## config.mk

```make
export PLATFORM = sky130hd
export DESIGN_NAME = seven_segment_scan_driver
export DESIGN_NICKNAME = d
export VERILOG_FILES = /design/src/rtl/core/ssd_pkg.sv /design/src/rtl/core/ssd_front.sv /design/src/rtl/core/ssd_queue.sv /design/src/rtl/core/ssd_back.sv /design/src/rtl/core/seven_segment_scan_driver.sv
export SDC_FILE = /design/constraint.sdc
export NUM_CORES = 1
export LEC_CHECK = 0
export ABC_AREA = 1
export BUFFER_PORTS_ARGS = -buffer_cell sky130_fd_sc_hd__buf_2
export CAP_MARGIN = 20
export CORE_MARGIN = 2
export CORE_UTILIZATION = 45
export CTS_CLUSTER_SIZE = 8
export DETAILED_ROUTE_END_ITERATION = 8
export PLACE_DENSITY = 0.66
export SYNTH_ARGS = -nofsm -noshare
export SYNTH_HDL_FRONTEND = slang
export SYNTH_HIERARCHICAL = 1
export SYNTH_SLANG_ARGS = --single-unit
```

## constraint.sdc

```tcl
create_clock -name clk -period 6.9 [get_ports clk]
set_input_delay 1.035 -clock clk [delete_from_list [all_inputs] [get_ports clk]]
set_output_delay 1.035 -clock clk [all_outputs]
set_load 0.03 [all_outputs]
```

## src/rtl/core/ssd_pkg.sv

```systemverilog
`timescale 1ns / 1ps

package ssd_pkg;

  localparam int unsigned QUEUE_DEPTH = 2;
  localparam int unsigned POSITIONS   = 4;

  localparam logic [3:0] LAST_SLOT = 4'd8;
  localparam logic [1:0] LAST_POS  = 2'd3;

  localparam logic       OP_TIME = 1'b0;
  localparam logic       OP_BYTE = 1'b1;

  localparam logic [7:0] PAT_BLANK = 8'hFF;
  localparam logic [7:0] LETTER_A  = 8'h41;
  localparam logic [7:0] LETTER_D  = 8'h64;
  localparam logic [7:0] PAT_A     = 8'h88;
  localparam logic [7:0] PAT_D     = 8'hA1;

  // One decoded request: active-low pattern per position, dot folded into bit 7.
  typedef struct packed {
    logic [POSITIONS-1:0][7:0] pat;
  } ssd_pats_t;

  function automatic logic [7:0] bcd_font(input logic [3:0] d);
    logic [7:0] p;
    case (d)
      4'd0:    p = 8'hC0;
      4'd1:    p = 8'hF9;
      4'd2:    p = 8'hA4;
      4'd3:    p = 8'hB0;
      4'd4:    p = 8'h99;
      4'd5:    p = 8'h92;
      4'd6:    p = 8'h82;
      4'd7:    p = 8'hF8;
      4'd8:    p = 8'h80;
      4'd9:    p = 8'h90;
      default: p = PAT_BLANK;
    endcase
    return p;
  endfunction

  function automatic logic [7:0] letter_font(input logic [7:0] c);
    logic [7:0] p;
    case (c)
      LETTER_A: p = PAT_A;
      LETTER_D: p = PAT_D;
      default:  p = PAT_BLANK;
    endcase
    return p;
  endfunction

endpackage

```

## src/rtl/core/ssd_front.sv

```systemverilog
`timescale 1ns / 1ps

module ssd_front
  import ssd_pkg::*;
(
  input  logic       opcode,
  input  logic [3:0] hours_tens,
  input  logic [3:0] hours_units,
  input  logic [3:0] minutes_tens,
  input  logic [3:0] minutes_units,
  input  logic       seconds_dot,
  input  logic [7:0] byte_value,
  input  logic [7:0] mark_letter,
  output ssd_pats_t  pats
);

  logic [1:0]  hund;
  logic [6:0]  rem;
  logic [14:0] prod;
  logic [3:0]  tens;
  logic [6:0]  units_w;
  logic [7:0]  hu_pat;

  // byte split: hundreds by compare, tens by x205 >> 11 (exact below 100)
  always_comb begin
    if (byte_value >= 8'd200) begin
      hund = 2'd2;
      rem  = 7'(byte_value - 8'd200);
    end else if (byte_value >= 8'd100) begin
      hund = 2'd1;
      rem  = 7'(byte_value - 8'd100);
    end else begin
      hund = 2'd0;
      rem  = byte_value[6:0];
    end
    prod    = 15'(rem) * 15'd205;
    tens    = prod[14:11];
    units_w = 7'(rem - 7'(tens) * 7'd10);
  end

  always_comb begin
    hu_pat = bcd_font(hours_units);
    if (seconds_dot) begin
      hu_pat[7] = 1'b0;
    end
    if (opcode == OP_TIME) begin
      pats.pat[0] = bcd_font(minutes_units);
      pats.pat[1] = bcd_font(minutes_tens);
      pats.pat[2] = hu_pat;
      pats.pat[3] = (hours_tens == 4'd0) ? PAT_BLANK : bcd_font(hours_tens);
    end else begin
      pats.pat[0] = bcd_font(units_w[3:0]);
      pats.pat[1] = bcd_font(tens);
      pats.pat[2] = bcd_font({2'b00, hund});
      pats.pat[3] = letter_font(mark_letter);
    end
  end

endmodule

```

## src/rtl/core/ssd_queue.sv

```systemverilog
`timescale 1ns / 1ps

module ssd_queue
  import ssd_pkg::*;
#(
  parameter int unsigned DEPTH = QUEUE_DEPTH
) (
  input  logic      clk,
  input  logic      rst_n,
  input  logic      push,
  input  ssd_pats_t push_data,
  output logic      full,
  input  logic      pop,
  output logic      head_valid,
  output ssd_pats_t head_data
);

  localparam int unsigned PW = (DEPTH > 1) ? $clog2(DEPTH) : 1;
  localparam int unsigned CW = $clog2(DEPTH + 1);
  localparam logic [PW-1:0] PTR_MAX = PW'(DEPTH - 1);
  localparam logic [CW-1:0] CNT_MAX = CW'(DEPTH);

  ssd_pats_t       mem_r [DEPTH];
  logic [PW-1:0]   wr_ptr_r, wr_ptr_nxt;
  logic [PW-1:0]   rd_ptr_r, rd_ptr_nxt;
  logic [CW-1:0]   count_r, count_nxt;

  assign full       = (count_r == CNT_MAX);
  assign head_valid = (count_r != '0);
  assign head_data  = mem_r[rd_ptr_r];

  always_comb begin
    wr_ptr_nxt = wr_ptr_r;
    rd_ptr_nxt = rd_ptr_r;
    count_nxt  = count_r;
    if (push) begin
      wr_ptr_nxt = (wr_ptr_r == PTR_MAX) ? '0 : PW'(wr_ptr_r + 1'b1);
    end
    if (pop) begin
      rd_ptr_nxt = (rd_ptr_r == PTR_MAX) ? '0 : PW'(rd_ptr_r + 1'b1);
    end
    if (push && !pop) begin
      count_nxt = CW'(count_r + 1'b1);
    end else if (pop && !push) begin
      count_nxt = CW'(count_r - 1'b1);
    end
  end

  always_ff @(posedge clk) begin
    if (!rst_n) begin
      wr_ptr_r <= '0;
      rd_ptr_r <= '0;
      count_r  <= '0;
    end else begin
      wr_ptr_r <= wr_ptr_nxt;
      rd_ptr_r <= rd_ptr_nxt;
      count_r  <= count_nxt;
    end
  end

  always_ff @(posedge clk) begin
    if (push) begin
      mem_r[wr_ptr_r] <= push_data;
    end
  end

  a_no_overflow: assert property (@(posedge clk) disable iff (!rst_n)
    full && !pop |-> !push) else $error("queue overflow");

  a_no_underflow: assert property (@(posedge clk) disable iff (!rst_n)
    pop |-> head_valid) else $error("queue underflow");

  a_count_range: assert property (@(posedge clk) disable iff (!rst_n)
    count_r <= CNT_MAX) else $error("queue count out of range");

endmodule

```

## src/rtl/core/ssd_back.sv

```systemverilog
`timescale 1ns / 1ps

module ssd_back
  import ssd_pkg::*;
(
  input  logic       clk,
  input  logic       rst_n,
  input  logic       common_active_high,
  input  logic       head_valid,
  input  ssd_pats_t  head_data,
  output logic       pop,
  output logic       out_valid,
  input  logic       out_ready,
  output logic [3:0] digit_select,
  output logic [7:0] segment_drive,
  output logic       last_slot
);

  logic [1:0] pos_r, pos_nxt;
  logic [3:0] slot_r, slot_nxt;
  logic       ov_r, ov_nxt;
  logic [3:0] sel_r, sel_nxt;
  logic [7:0] seg_r, seg_nxt;
  logic       last_r, last_nxt;
  logic       load;
  logic       pos_done;
  logic [7:0] cur_pat;

  assign load     = head_valid && (!ov_r || out_ready);
  assign pos_done = (slot_r == LAST_SLOT);
  assign pop      = load && pos_done && (pos_r == LAST_POS);
  assign cur_pat  = head_data.pat[pos_r];

  always_comb begin
    pos_nxt  = pos_r;
    slot_nxt = slot_r;
    ov_nxt   = ov_r && !out_ready;
    sel_nxt  = sel_r;
    seg_nxt  = seg_r;
    last_nxt = last_r;
    if (load) begin
      ov_nxt  = 1'b1;
      sel_nxt = 4'b1000 >> pos_r;
      if (!common_active_high) begin
        sel_nxt = ~sel_nxt;
      end
      // slots 0..7 strobe one segment (bit 7 is the dot); slot 8 is dark
      seg_nxt  = pos_done ? PAT_BLANK : (~(8'h01 << slot_r[2:0]) | cur_pat);
      last_nxt = pop;
      if (pos_done) begin
        slot_nxt = '0;
        pos_nxt  = 2'(pos_r + 1'b1);
      end else begin
        slot_nxt = 4'(slot_r + 1'b1);
      end
    end
  end

  always_ff @(posedge clk) begin
    if (!rst_n) begin
      pos_r  <= '0;
      slot_r <= '0;
      ov_r   <= 1'b0;
    end else begin
      pos_r  <= pos_nxt;
      slot_r <= slot_nxt;
      ov_r   <= ov_nxt;
    end
  end

  always_ff @(posedge clk) begin
    sel_r  <= sel_nxt;
    seg_r  <= seg_nxt;
    last_r <= last_nxt;
  end

  assign out_valid     = ov_r;
  assign digit_select  = sel_r;
  assign segment_drive = seg_r;
  assign last_slot     = last_r;

  a_slot_range: assert property (@(posedge clk) disable iff (!rst_n)
    slot_r <= LAST_SLOT) else $error("slot counter out of range");

  a_sel_shape: assert property (@(posedge clk) disable iff (!rst_n)
    ov_r |-> ($onehot(sel_r) || $onehot(~sel_r))) else $error("bad digit select");

  a_last_dark: assert property (@(posedge clk) disable iff (!rst_n)
    ov_r && last_r |-> seg_r == PAT_BLANK) else $error("last slot not blank");

  a_frame_align: assert property (@(posedge clk) disable iff (!rst_n)
    pop |=> (pos_r == 2'd0 && slot_r == 4'd0)) else $error("frame misaligned");

endmodule

```

## src/rtl/core/seven_segment_scan_driver.sv

```systemverilog
`timescale 1ns / 1ps
// channel | dir | handshake             | payload
// in_     | in  | in_tvalid/in_tready   | in_tuser opcode, in_tdata[32:0] display request
// out_    | out | out_tvalid/out_tready | out_tdata[11:0] drive slot, out_tlast
// cfg_    | in  | cfg_valid/cfg_ready   | cfg_data common polarity
//
// Each request produces 36 slots, one per cycle while out_tready is high;
// the slot scanner pops the request from the queue as its last slot loads.
// A request is decoded on entry and queued (QUEUE_DEPTH deep); input stalls
// only when the queue is full. Output holds while out_tready is low.
// Reset is synchronous; polarity resets to common low.

module seven_segment_scan_driver
  import ssd_pkg::*;
#(
  parameter int unsigned QDEPTH = QUEUE_DEPTH
) (
  input  logic        clk,
  input  logic        rst_n,
  input  logic        in_tvalid,
  output logic        in_tready,
  // opcode
  input  logic        in_tuser,
  // hours_tens, hours_units, minutes_tens, minutes_units,
  // seconds_dot, byte_value, mark_letter
  input  logic [39:0] in_tdata,
  output logic        out_tvalid,
  input  logic        out_tready,
  // digit_select, segment_drive
  output logic [15:0] out_tdata,
  output logic        out_tlast,
  input  logic        cfg_valid,
  output logic        cfg_ready,
  input  logic        cfg_data
);

  logic      cah_r, cah_nxt;
  ssd_pats_t dec_pats;
  ssd_pats_t head_data;
  logic      q_full, head_valid, pop, push;
  logic [3:0] sel;
  logic [7:0] seg;

  assign cfg_ready = 1'b1;
  assign cah_nxt   = (cfg_valid && cfg_ready) ? cfg_data : cah_r;

  always_ff @(posedge clk) begin
    if (!rst_n) begin
      cah_r <= 1'b0;
    end else begin
      cah_r <= cah_nxt;
    end
  end

  assign in_tready = !q_full;
  assign push      = in_tvalid && in_tready;

  ssd_front u_front (
    .opcode        (in_tuser),
    .hours_tens    (in_tdata[3:0]),
    .hours_units   (in_tdata[7:4]),
    .minutes_tens  (in_tdata[11:8]),
    .minutes_units (in_tdata[15:12]),
    .seconds_dot   (in_tdata[16]),
    .byte_value    (in_tdata[24:17]),
    .mark_letter   (in_tdata[32:25]),
    .pats          (dec_pats)
  );

  ssd_queue #(.DEPTH(QDEPTH)) u_queue (
    .clk        (clk),
    .rst_n      (rst_n),
    .push       (push),
    .push_data  (dec_pats),
    .full       (q_full),
    .pop        (pop),
    .head_valid (head_valid),
    .head_data  (head_data)
  );

  ssd_back u_back (
    .clk                (clk),
    .rst_n              (rst_n),
    .common_active_high (cah_r),
    .head_valid         (head_valid),
    .head_data          (head_data),
    .pop                (pop),
    .out_valid          (out_tvalid),
    .out_ready          (out_tready),
    .digit_select       (sel),
    .segment_drive      (seg),
    .last_slot          (out_tlast)
  );

  assign out_tdata = {4'b0000, seg, sel};

endmodule

```

Yosys cells after proc, flatten, opt, wreduce, memory -nomap -nowiden
Memory sizes are Yosys's and may differ from the RTL's. A register that Yosys moved wholly into a read port is not among the register bits.
Index checks and enable logic that the tools add are counted.
Word-level totals
  register bits: 25
  latch bits: 0
  memory bits (writable): 64
  bits in read-only memories: 672
  bits of input ports: 47
  output and inout port bits: 20
  word-level logic and storage cells: 84
  memories kept: 7
Memory list
  (no name shown): words 16, bits a word 7, read ports 1, clocked after Yosys merged registers in 0, wr ports 0, line ssd_pkg.sv:27  | case (d)
  (no name shown): words 16, bits a word 7, read ports 1, clocked after Yosys merged registers in 0, wr ports 0, line ssd_pkg.sv:27
  (no name shown): words 16, bits a word 7, read ports 1, clocked after Yosys merged registers in 0, wr ports 0, line ssd_pkg.sv:27
  (no name shown): words 16, bits a word 7, read ports 1, clocked after Yosys merged registers in 0, wr ports 0, line ssd_pkg.sv:27
  (no name shown): words 16, bits a word 7, read ports 1, clocked after Yosys merged registers in 0, wr ports 0, line ssd_pkg.sv:27
  (no name shown): words 16, bits a word 7, read ports 1, clocked after Yosys merged registers in 0, wr ports 0, line ssd_pkg.sv:27
  1 more memories
Operators by class
  $add $sub $neg: 9
  multipliers: 2
  div/mod/pow operators: 0
  magnitude comparators: 3
  equality and inequality tests: 8
  shifts and indexed selects: 2
  mux-type cells: 22
  bitwise operators: 3
  reduce and logical (&&, ||, !) cells: 18
Operator list (count)
  32-bit two-way mux: 1
  8-bit case mux with 4 select lines: 1
  8-bit binary-select mux with 2-bit select: 1
  8-bit by 7-bit == test with 1-bit output, second input constant: 2
  8-bit two-way mux: 2
  7-bit by 8-bit multiplier with 15-bit output, second input constant: 1
  7-bit two-way mux: 2
  7-bit case mux with 2 select lines: 1
  7-bit subtractor, second input constant: 2
  1-bit two-way mux: 9
  2-bit == test, second input constant: 4
  8-bit by 7-bit greater-or-equal comparator with 1-bit output, second input constant: 1
  8-bit greater-or-equal comparator, second input constant: 1
  4-bit two-way mux: 2
  8-bit inverter: 1
  8-bit bitwise OR: 1
  1-bit by 3-bit << shifter with 8-bit output, first input constant: 1
  1-bit logical AND: 7
  2-bit two-way mux: 3
  1-bit logical NOT: 5
  2-bit by 1-bit adder with 2-bit output, second input constant: 2
  4-bit by 1-bit adder with 4-bit output, second input constant: 1
  4-bit == test, second input constant: 1
  4-bit logical NOT: 1
  12 further kinds: 14

Logic depth before layout (Yosys ltp)
Gate-level depths: netlist (run 1).
  word-level depth: 8
  mapped depth: 34
  mapped depth without buffers: 34

Hierarchy
Netlist (run 1), hierarchy kept.
By module, submodules not included
  ssd_front: times used 1, cells an instance 428, area each 2695.1 um2
  ssd_queue: times used 1, cells an instance 135, area each 2693.8 um2
  ssd_back: times used 1, cells an instance 144, area each 1226.2 um2
  seven_segment_scan_driver: times used 1, cells an instance 16, area each 97.6 um2

Worst setup path after synthesis (run 1)
No wires, ideal clock.
  path type: in2reg
  start point: input in_tdata[20]
  end point: memory u_queue/mem_r[0][4] (netlist bit) (data pin)
  data arrival time: 5.883 ns
  setup slack: 0.757 ns
  cell stages on the path: 29
  path buffers: 0
  path through: inv_1 > ha_1 > nand2_1 > nand2_1 > nand2_1 > nand2_2 > nand2_2 > o22ai_1 > xor2_1 > inv_1 > ha_1 > fa_1 > ha_1 > inv_1 > fa_1 > inv_1 > ha_1 > a21oi_1 > o31ai_1 > a21oi_1 > nand2_4 > xor2_1 > fa_1 > xnor2_1 > inv_1 > nand2_2 > nand2_1 > o21ai_1 > nand2_1
RTL lines
  start, declared: line seven_segment_scan_driver.sv:26  | input logic [39:0] in_tdata,
  end, declared: line ssd_queue.sv:23  | ssd_pats_t mem_r [DEPTH];

==> flow_summary.ini, run 1 <==
[floorplan]
initial_core_util = 0.462
dieArea_sq_um = 15900
core-area_sq_um = 14500
core.rowCount = 44
die_w_microns = 126
ios = 67
die_h_microns = 126

[synthesis]
ys_seq_elements = 90
synthTopCellsByCount = nand2_1, inv_1, nor2_1
async_flop_share = 0
synth-main-ff-cell = edfxtp_1
synthesis.area_sq_um = 6710
yosysSeqAreaShare = 0.383
synth.most_common_cell = nand2_1
ys_types = 53
avgSynthCellArea_sq_um = 9.28
synthCells = 723
synth_area_leaders = edfxtp_1, ha_1, mux2_4
yosysTopAreaCellShare = 0.344
synth-edff-count = 77
yosysTopAreaCell = edfxtp_1
yosysWarningCount = 6

[sta]
fin_crit_ps = 6450
slew_headroom = 0.273
post-route-period-util = 0.934
timing.fmax_mhz = 155
worstMarginPinSlew_ps = 1090
setup_violations = 0
slew_viol_final = 0
rsz0062_at_grt = false
report.final.hold_viol_count = 0
fin_worst_skew_ps = 11.5
fin_tns_setup_ps = 0

[finish]
multiInputGateArea_sq_um = 3610
layout-drive-gt1-share = 0.196
regArea_sq_um = 2570
final_nets = 905
fill_cells = 1307
n_antenna_cell = 0
syn_to_final_growth_pct = 10.3
final_util = 0.509

[route]
drt_pass1_iterations = 5
wl_per_cell_microns = 13.2
ant_nets = 0
vias_per_cell = 5.04
drt_wl_total_microns = 12800
vias = 4868
drt_iter0_markers = 262
route.detailed.drc = 0

[global_routing]
grt_pass1_vias = 4734
grt_pass1_wl_microns = 21700
antenna_found_initial = 0
grt_max_degree = 33
grt_most_used_layer = met2
use_met1 = 0.208
grtUsageMet2 = 0.290
grt_usage = 0.165
grt_overflow = 0
met3_usage = 0.0276

[place]
dp_hpwl_microns = 9940
portBuffers = 54
place.gp.congestion = 0.877

[setup_path]
slowest_delay_ps = 490
path_class = input port to register
required_ps = 7050
r2r_start = u_queue/count_r[0]
slowest_stage = fa_1
crit_path_end_kind = register
cp_common_cell = inv_1
r2r_setup_slack_ps = 4370
crit_fanout = 7
worstSetupStartpointType = input port
r2r-end = u_queue/count_r[1]
arrival_ps = 6590
r2r_cells = 13

[worst_hold_path]
min_to = u_queue/rd_ptr_r
min_path_cells = 2
min_from = u_queue/rd_ptr_r
min_path_type = register to register

[pwr]
vdd_ir_drop_max_uv = 213
p_per_area_nw_per_um2 = 343
leakage_nw = 3.36

[clock_tree]
cts-buffers-inserted = 9
cts_sinks = 90
clk_pin_slew_worst_paths_ps = 70
cts_tree = yes
cts_root_buf = clkbuf_16
clkLatencyLatePin_ps = 350
clock_path_buffers = 2
htreeDepth = 3

[outcome]
status = completed

[job]
maxCapViolCount = 0
## cell families after synthesis
kind of cell,Yosys count,synth area share
adders and majority gates,82,0.163
other,3,0.00168
AOI/OAI and AO/OA,122,0.102
xor gates and xnor gates,9,0.0145
muxes,32,0.0705
DFF,90,0.383
buffers and inverters,123,0.0848
and+or+nand+nor,262,0.180
## metal layers
layer | vias up | wire (microns)
met5 | - | 0
met4 | 0 | 117
met3 | 7 | 503
met2 | 102 | 6310
met1 | 2235 | 5840
li1 | 2524 | -
## how the worst max path moves through the flow
stage / depth (start not counted) / endpoint / start
after floorplan: 29 / u_queue/mem_r[0][4] / in_tdata[20]
after global placement: 30 / u_queue/mem_r[1][4] / in_tdata[20]
after detailed placement: 29 / u_queue/mem_r[0][1] / in_tdata[20]
after CTS: 29 / u_queue/mem_r[1][1] / in_tdata[20]
after global routing: 30 / u_queue/mem_r[1][2] / in_tdata[20]
final: 29 / u_queue/mem_r[1][1] / in_tdata[20]
## cells in the final DEF, fill, tap and decap left out, drive strengths merged, types with 4 or more instances in the layout
| cell type | Yosys | final |
|---|---|---|
| edfxtp | 77 | 77 |
| xor2 | 4 | 4 |
| fa | 9 | 9 |
| conb | 3 | 8 |
| o211ai | 5 | 5 |
| clkinv | 1 | 4 |
| inv | 101 | 105 |
| dfxtp | 13 | 13 |
| nand3 | 32 | 32 |
| nor2 | 85 | 85 |
| o21ai | 57 | 57 |
| nand2 | 123 | 123 |
| nand3b | 7 | 7 |
| a21oi | 40 | 40 |
| clkbuf | 3 | 9 |
| nand4 | 5 | 5 |
| buf | 18 | 58 |
| ha | 73 | 73 |
| xnor2 | 5 | 5 |
| mux2 | 32 | 32 |
## power breakdown
part           switching [mW]  leakage [nW]  internal (mW)
registers              0.0243         0.802          0.725
logic                   0.825          2.41          0.483
clock network           0.223         0.150          0.258
## registers in the layout (all words and copies together), names as in the netlist, named ones only
| signal | cells |
|---|---|
| cah_r | 1 |
| u_back/digit_select | 4 |
| u_back/last_slot | 1 |
| u_back/out_valid | 1 |
| u_back/pos_r | 2 |
| u_back/segment_drive | 8 |
| u_back/slot_r | 4 |
| u_queue/count_r | 2 |
| u_queue/mem_r | 64 |
| u_queue/rd_ptr_r | 1 |
| u_queue/wr_ptr_r | 1 |
## worst max-delay path: cells and delay by family
family,cells,cell delay [ps]
AO/OA/AOI/OAI,5,1040
XOR/XNOR,3,620
adder cells (fa/ha/maj),7,2580
buffers and inverters,6,580
AND/OR/NAND/NOR,8,710
## area by class of cell
cell class,instances,area share
flip-flops and latches,90,0.348
repair buffers,58,0.0406
inverters,102,0.0517
multi-input cells,515,0.487
clock inverters,7,0.0110
clock buffers,9,0.0304
well taps,184,0.0311
## per-stage QoR
| step | power, mW | hold slack (ps) | instance area, sq um | instances | setup slack (ps) |
|---|---|---|---|---|---|
| final | 2.54 | 499 | 7400 | 965 | 454 |
| after floorplan | 1.78 | 458 | 6730 | 728 | 757 |
| after global placement | 2.00 | 473 | 7080 | 949 | 162 |
| after CTS | 2.54 | 504 | 7390 | 965 | 379 |
| after global routing | 2.77 | 549 | 7400 | 965 | 55.4 |
| after detailed placement | 2.05 | 488 | 7080 | 949 | 44.1 |
## repair_timing
item / in CTS / in global routing
endpoints found under the setup margin: 0 / 10
hold buffers: 0 / 0
gates resized for setup: 0 / 2
hold endpoints to repair: 0 / 0
buffers inserted: 0 / 0
No activity file was read; power rests on OpenSTA's default activity.
==> inputs of run 2 (changes only) <==
- CELL_PAD_IN_SITES_DETAIL_PLACEMENT: not set -> 1
- CELL_PAD_IN_SITES_GLOBAL_PLACEMENT: not set -> 2
- CORE_UTILIZATION: 45 -> 38
- PLACE_DENSITY: 0.66 -> 0.84
==> flow_summary.ini, run 2 (synthesized netlist as in run 1, its figures left out) <==
[outcome]
status = completed

[setup_path]
worstSetupStartpointType = input port
cp_common_cell = nand2_1
slowest_stage = fa_1
crit_path_end_kind = register
required_ps = 6980
crit_fanout = 6
crit_path_start = in_tdata[20]
arrival_ps = 6550
slowest_delay_ps = 490
r2r_start = u_queue/count_r[0]
path_class = input port to register

[pwr]
p_per_area_nw_per_um2 = 349
vdd_ir_drop_max_uv = 145
total_power_mw = 2.62
leakage_nw = 3.37

[clock_tree]
htreeDepth = 3
clkLatencyLatePin_ps = 340
cts-buffers-inserted = 9
cts_tree = yes
cts_root_buf = clkbuf_16
cts_sinks = 90
clk_pin_slew_worst_paths_ps = 60
clock_path_buffers = 2

[place]
dp_hpwl_microns = 11900
portBuffers = 54
dp_cells = 989
place.gp.congestion = 0.827

[finish]
layout-drive-gt1-share = 0.199
layout_common_cells = nand2_1, inv_1, nor2_1
final_cells = 1009
layout_commonest_cell = nand2_1
syn_to_final_growth_pct = 11.5
largest_reg_flops = 64
largest_register = u_queue/mem_r
final_util = 0.433
n_antenna_cell = 0
final_nets = 909

[floorplan]
core-area_sq_um = 17300
die_h_microns = 137
dieArea_sq_um = 18700
core.rowCount = 48
ios = 67
die_w_microns = 137
initial_core_util = 0.388

[route]
drt_pass1_iterations = 4
vias = 4945
drt_iter0_markers = 135
vias_per_cell = 4.90
wl_per_cell_microns = 14.7
ant_nets = 0
drt_wl_total_microns = 14800
route.detailed.drc = 0

[sta]
fin_crit_ps = 6470
worstMarginPinSlew_ps = 1030
fin_worst_skew_ps = 7.48
fin_tns_setup_ps = 0
holdWs_ps = 504
slew_viol_final = 0
post-route-period-util = 0.938
report.final.hold_viol_count = 0
slew_headroom = 0.312
setup_violations = 0
timing.fmax_mhz = 155

[global_routing]
grt_max_degree = 33
grt_pass1_vias = 5332
grt_overflow = 0
grt_usage = 0.168
grt_pass1_wl_microns = 24900
antenna_found_initial = 0

[job]
maxCapViolCount = 0

[worst_hold_path]
min_from = u_queue/rd_ptr_r
min_path_type = register to register
-- run 2: cell types whose count changed in the layout (fill, tap and decap cells not counted), moves of 2 or more --
| cell | before | now |
|---|---|---|
| bufinv_16 | 0 | 2 |
| clkinvlp_4 | 0 | 3 |
| clkinv_8 | 2 | 0 |
| inv_8 | 2 | 0 |
| inv_6 | 2 | 0 |
| buf_4 | 4 | 8 |
-- run 2: final timing paths --
kind,endpoint,slack [ps],depth (start not counted)
worst max-delay path,u_queue/mem_r[1][2],430,31
worst min-delay path,register,500,2
worst max register to register,u_queue/count_r[1],4450,12
worst min register to register,register,500,2
-- run 2: layout make-up --
class / instances / area, sq um
tap: 225 / 282
sequential: 90 / 2570
multi-input combinational: 515 / 3600
fill: 2041 / 9810
timing repair buffer: 62 / 330
inverter: 102 / 387
clock inverter: 5 / 80.1
clock buffer: 10 / 229
-- run 2: report_power, final --
| part | leakage (nW) | total (mW) | internal, mW | switching [mW] |
|---|---|---|---|---|
| clock | 0.145 | 0.509 | 0.314 | 0.195 |
| combinational | 2.42 | 1.36 | 0.491 | 0.866 |
| sequential | 0.802 | 0.750 | 0.725 | 0.0246 |
-- run 2: what timing repair did --
item / CTS / global route
setup endpoints to repair: 0 / 14
buffers inserted: 0 / 5
hold buffers: 0 / 0
resized for setup: 0 / 3
endpoints found under the hold margin: 0 / 0
-- run 2: per-stage QoR --
stage                     setup slack (ps)  instance area [sq um]
final                                  428                   7480
after global routing                 -16.5                   7480
after CTS                              265                   7430
after detailed placement             -90.7                   7120
after global placement                 130                   7120
after floorplan                        757                   6730
-- run 2: critical path, delay by kind of cell --
kind                     cells  cell delay (ps)
AND/OR/NAND/NOR             13             1220
adder cells (fa/ha/maj)      8             2860
XOR/XNOR                     2              520
buffers and inverters        6              590
AO/OA/AOI/OAI                2              310
-- run 2: routing by layer --
metal / global-route usage / part of all wire
met1: 0.199 / 0.45
met4: 0.0475 / 0.014
met2: 0.312 / 0.51
met3: 0.0270 / 0.027
met5: 0 / 0
==> inputs of run 3 (changes only) <==
- ABC_AREA: 1 -> not set
- CORE_UTILIZATION: 38 -> 40
- PLACE_DENSITY: 0.84 -> 0.85
==> flow_summary.ini, run 3 <==
[outcome]
status = finished, violations left
violations = setup timing

[clock_tree]
cts-buffers-inserted = 9
cts_root_buf = clkbuf_16
htreeDepth = 3
clk_pin_slew_worst_paths_ps = 60
clock_path_buffers = 2
cts_sinks = 90
hold_buffers = 0
clkLatencyLatePin_ps = 340
cts_tree = yes

[floorplan]
core.rowCount = 47
ios = 67
die_h_microns = 133
initial_core_util = 0.406
die_w_microns = 133
dieArea_sq_um = 17800
core-area_sq_um = 16500

[sta]
timing.fmax_mhz = 135
fin_crit_ps = 7420
fin_ws_ps = -518
fin_worst_skew_ps = 5.68
holdWs_ps = 506
post-route-period-util = 1.08
slew_viol_final = 0
worstMarginPinSlew_ps = 798
rsz0062_at_grt = true
setup_violations = 14
report.final.hold_viol_count = 0
slew_headroom = 0.468
fin_tns_setup_ps = -6700

[route]
vias = 5254
vias_per_cell = 5.32
routed.top_layer = met4
drt_pass1_iterations = 4
route.detailed.drc = 0
drt_wl_total_microns = 18100
wl_met3_microns = 459
wl_per_cell_microns = 18.4
wirelength_met1_microns = 7250
ant_nets = 0
drt_iter0_markers = 233
wl_met2_microns = 10100

[finish]
largest_register = u_queue/mem_r
final_cell_area_sq_um = 8520
final_cells = 988
layout-drive-gt1-share = 0.355
fill_cells = 1816
final_util = 0.518
layout_commonest_cell = buf_4
largest_reg_flops = 64
n_antenna_cell = 0
layout_common_cells = buf_4, edfxtp_1, ha_1
syn_to_final_growth_pct = 27.5
final_nets = 893

[global_routing]
antenna_found_initial = 0
grt_usage = 0.200
grt_pass1_vias = 5622
grt_pass1_wl_microns = 28500
grt_overflow = 0
grt_max_degree = 39

[synthesis]
synthTopCellsByCount = edfxtp_1, ha_1, inv_1
yosysWarningCount = 6
ys_types = 74
yosysTopAreaCell = edfxtp_1
synth-main-ff-cell = edfxtp_1
synthCells = 627
synth.most_common_cell = edfxtp_1
yosysSeqAreaShare = 0.385
synth-edff-count = 77
synthesis.area_sq_um = 6680
async_flop_share = 0
synth_area_leaders = edfxtp_1, ha_1, mux2_2
yosysTopAreaCellShare = 0.346
ys_seq_elements = 90
avgSynthCellArea_sq_um = 10.7

[place]
place.gp.congestion = 0.831
dp_hpwl_microns = 13400
dp_slack_ps = -1180
dp_cells = 951
place_area_sq_um = 7700
portBuffers = 54

[pwr]
vdd_ir_drop_max_uv = 197
seqPwrFrac = 0.224
leakage_nw = 3.47
p_per_area_nw_per_um2 = 398
clock_power_share = 0.137
switching_share = 0.405
p_int_mw = 2.02
p_sw_mw = 1.37
total_power_mw = 3.39
p_comb_frac = 0.639

[setup_path]
r2r_setup_slack_ps = 4260
crit_fanout = 5
path_class = input port to register
crit_path_end_kind = register
arrival_ps = 7500
required_ps = 6980
worstSetupStartpointType = input port

[worst_hold_path]
min_path_type = register to register

[job]
maxCapViolCount = 0
-- run 3: cell count changes after synthesis, moves of 20 or more --
cell	change
inv_1	-37
mux2_2	+33
mux2_4	-30
nand2_1	-76
nor2_1	-44
o21ai_0	-20
-- run 3: layer usage --
metal  GRT usage  up-vias
met1       0.235     2611
met5           0        -
met3      0.0289       25
li1            -     2543
met2       0.382       75
met4      0.0502        0
-- run 3: path summary, 6_finish.rpt --
check                           from                   to  cells past startpoint
setup reg to reg    u_back/slot_r[0]   u_queue/count_r[1]                      9
hold / removal    u_queue/count_r[1]   u_queue/count_r[1]                      2
hold reg to reg   u_queue/count_r[1]   u_queue/count_r[1]                      2
setup / recovery        in_tdata[20]  u_queue/mem_r[1][3]                     26
-- run 3: critical path, cell delays in order --
cell and delay, ps:
buf_12 110, or3_4 390, a211o_4 330, and2_4 150, a21oi_4 130, a21oi_4 60, xnor2_2 160, ha_1 340
fa_1 460, ha_1 310, inv_2 40, fa_1 470, inv_1 40, ha_1 260, nand4_1 90, or3_4 410
or4bb_4 580, nand3_4 110, nor2_4 40, ha_2 200, fa_2 380, or3_4 360, o211ai_1 210, nand3_2 210
and3_4 230, o32a_1 370
-- run 3: power by group through the flow --
stage | Clock, mW | Sequential, mW | Combinational [mW]
after floorplan | 0 | 0.778 | 1.02
after global placement | 0 | 0.763 | 1.61
after detailed placement | 0 | 0.772 | 1.73
after CTS | 0.475 | 0.761 | 1.83
after global routing | 0.495 | 0.769 | 2.34
final | 0.464 | 0.760 | 2.17
-- run 3: final cells by class --
class                   instances  area, sq um  area share
clock buffers                  12          236      0.0277
clock inverters                 3         41.3     0.00484
inverters                      58          223      0.0261
multi-input cells             453         4130       0.484
flip-flops and latches         90         2570       0.302
well taps                     220          275      0.0323
repair buffers                152         1050       0.123
-- run 3: repair_timing --
item / in CTS / in global routing
pin swaps: 20 / 19
setup endpoints to repair: 26 / 26
gates resized for setup: 36 / 41
buffers inserted: 13 / 10
-- run 3: cells by family after synthesis --
| logic type | after synthesis | synth area share |
|---|---|---|
| XOR/XNOR | 19 | 0.0288 |
| AND/OR/NAND/NOR | 151 | 0.125 |
| AO/OA/AOI/OAI | 137 | 0.136 |
| other | 3 | 0.00168 |
| flip-flops | 90 | 0.385 |
| multiplexers | 56 | 0.101 |
| adder cells (fa/ha/maj) | 82 | 0.164 |
| buffers and inverters | 89 | 0.0590 |
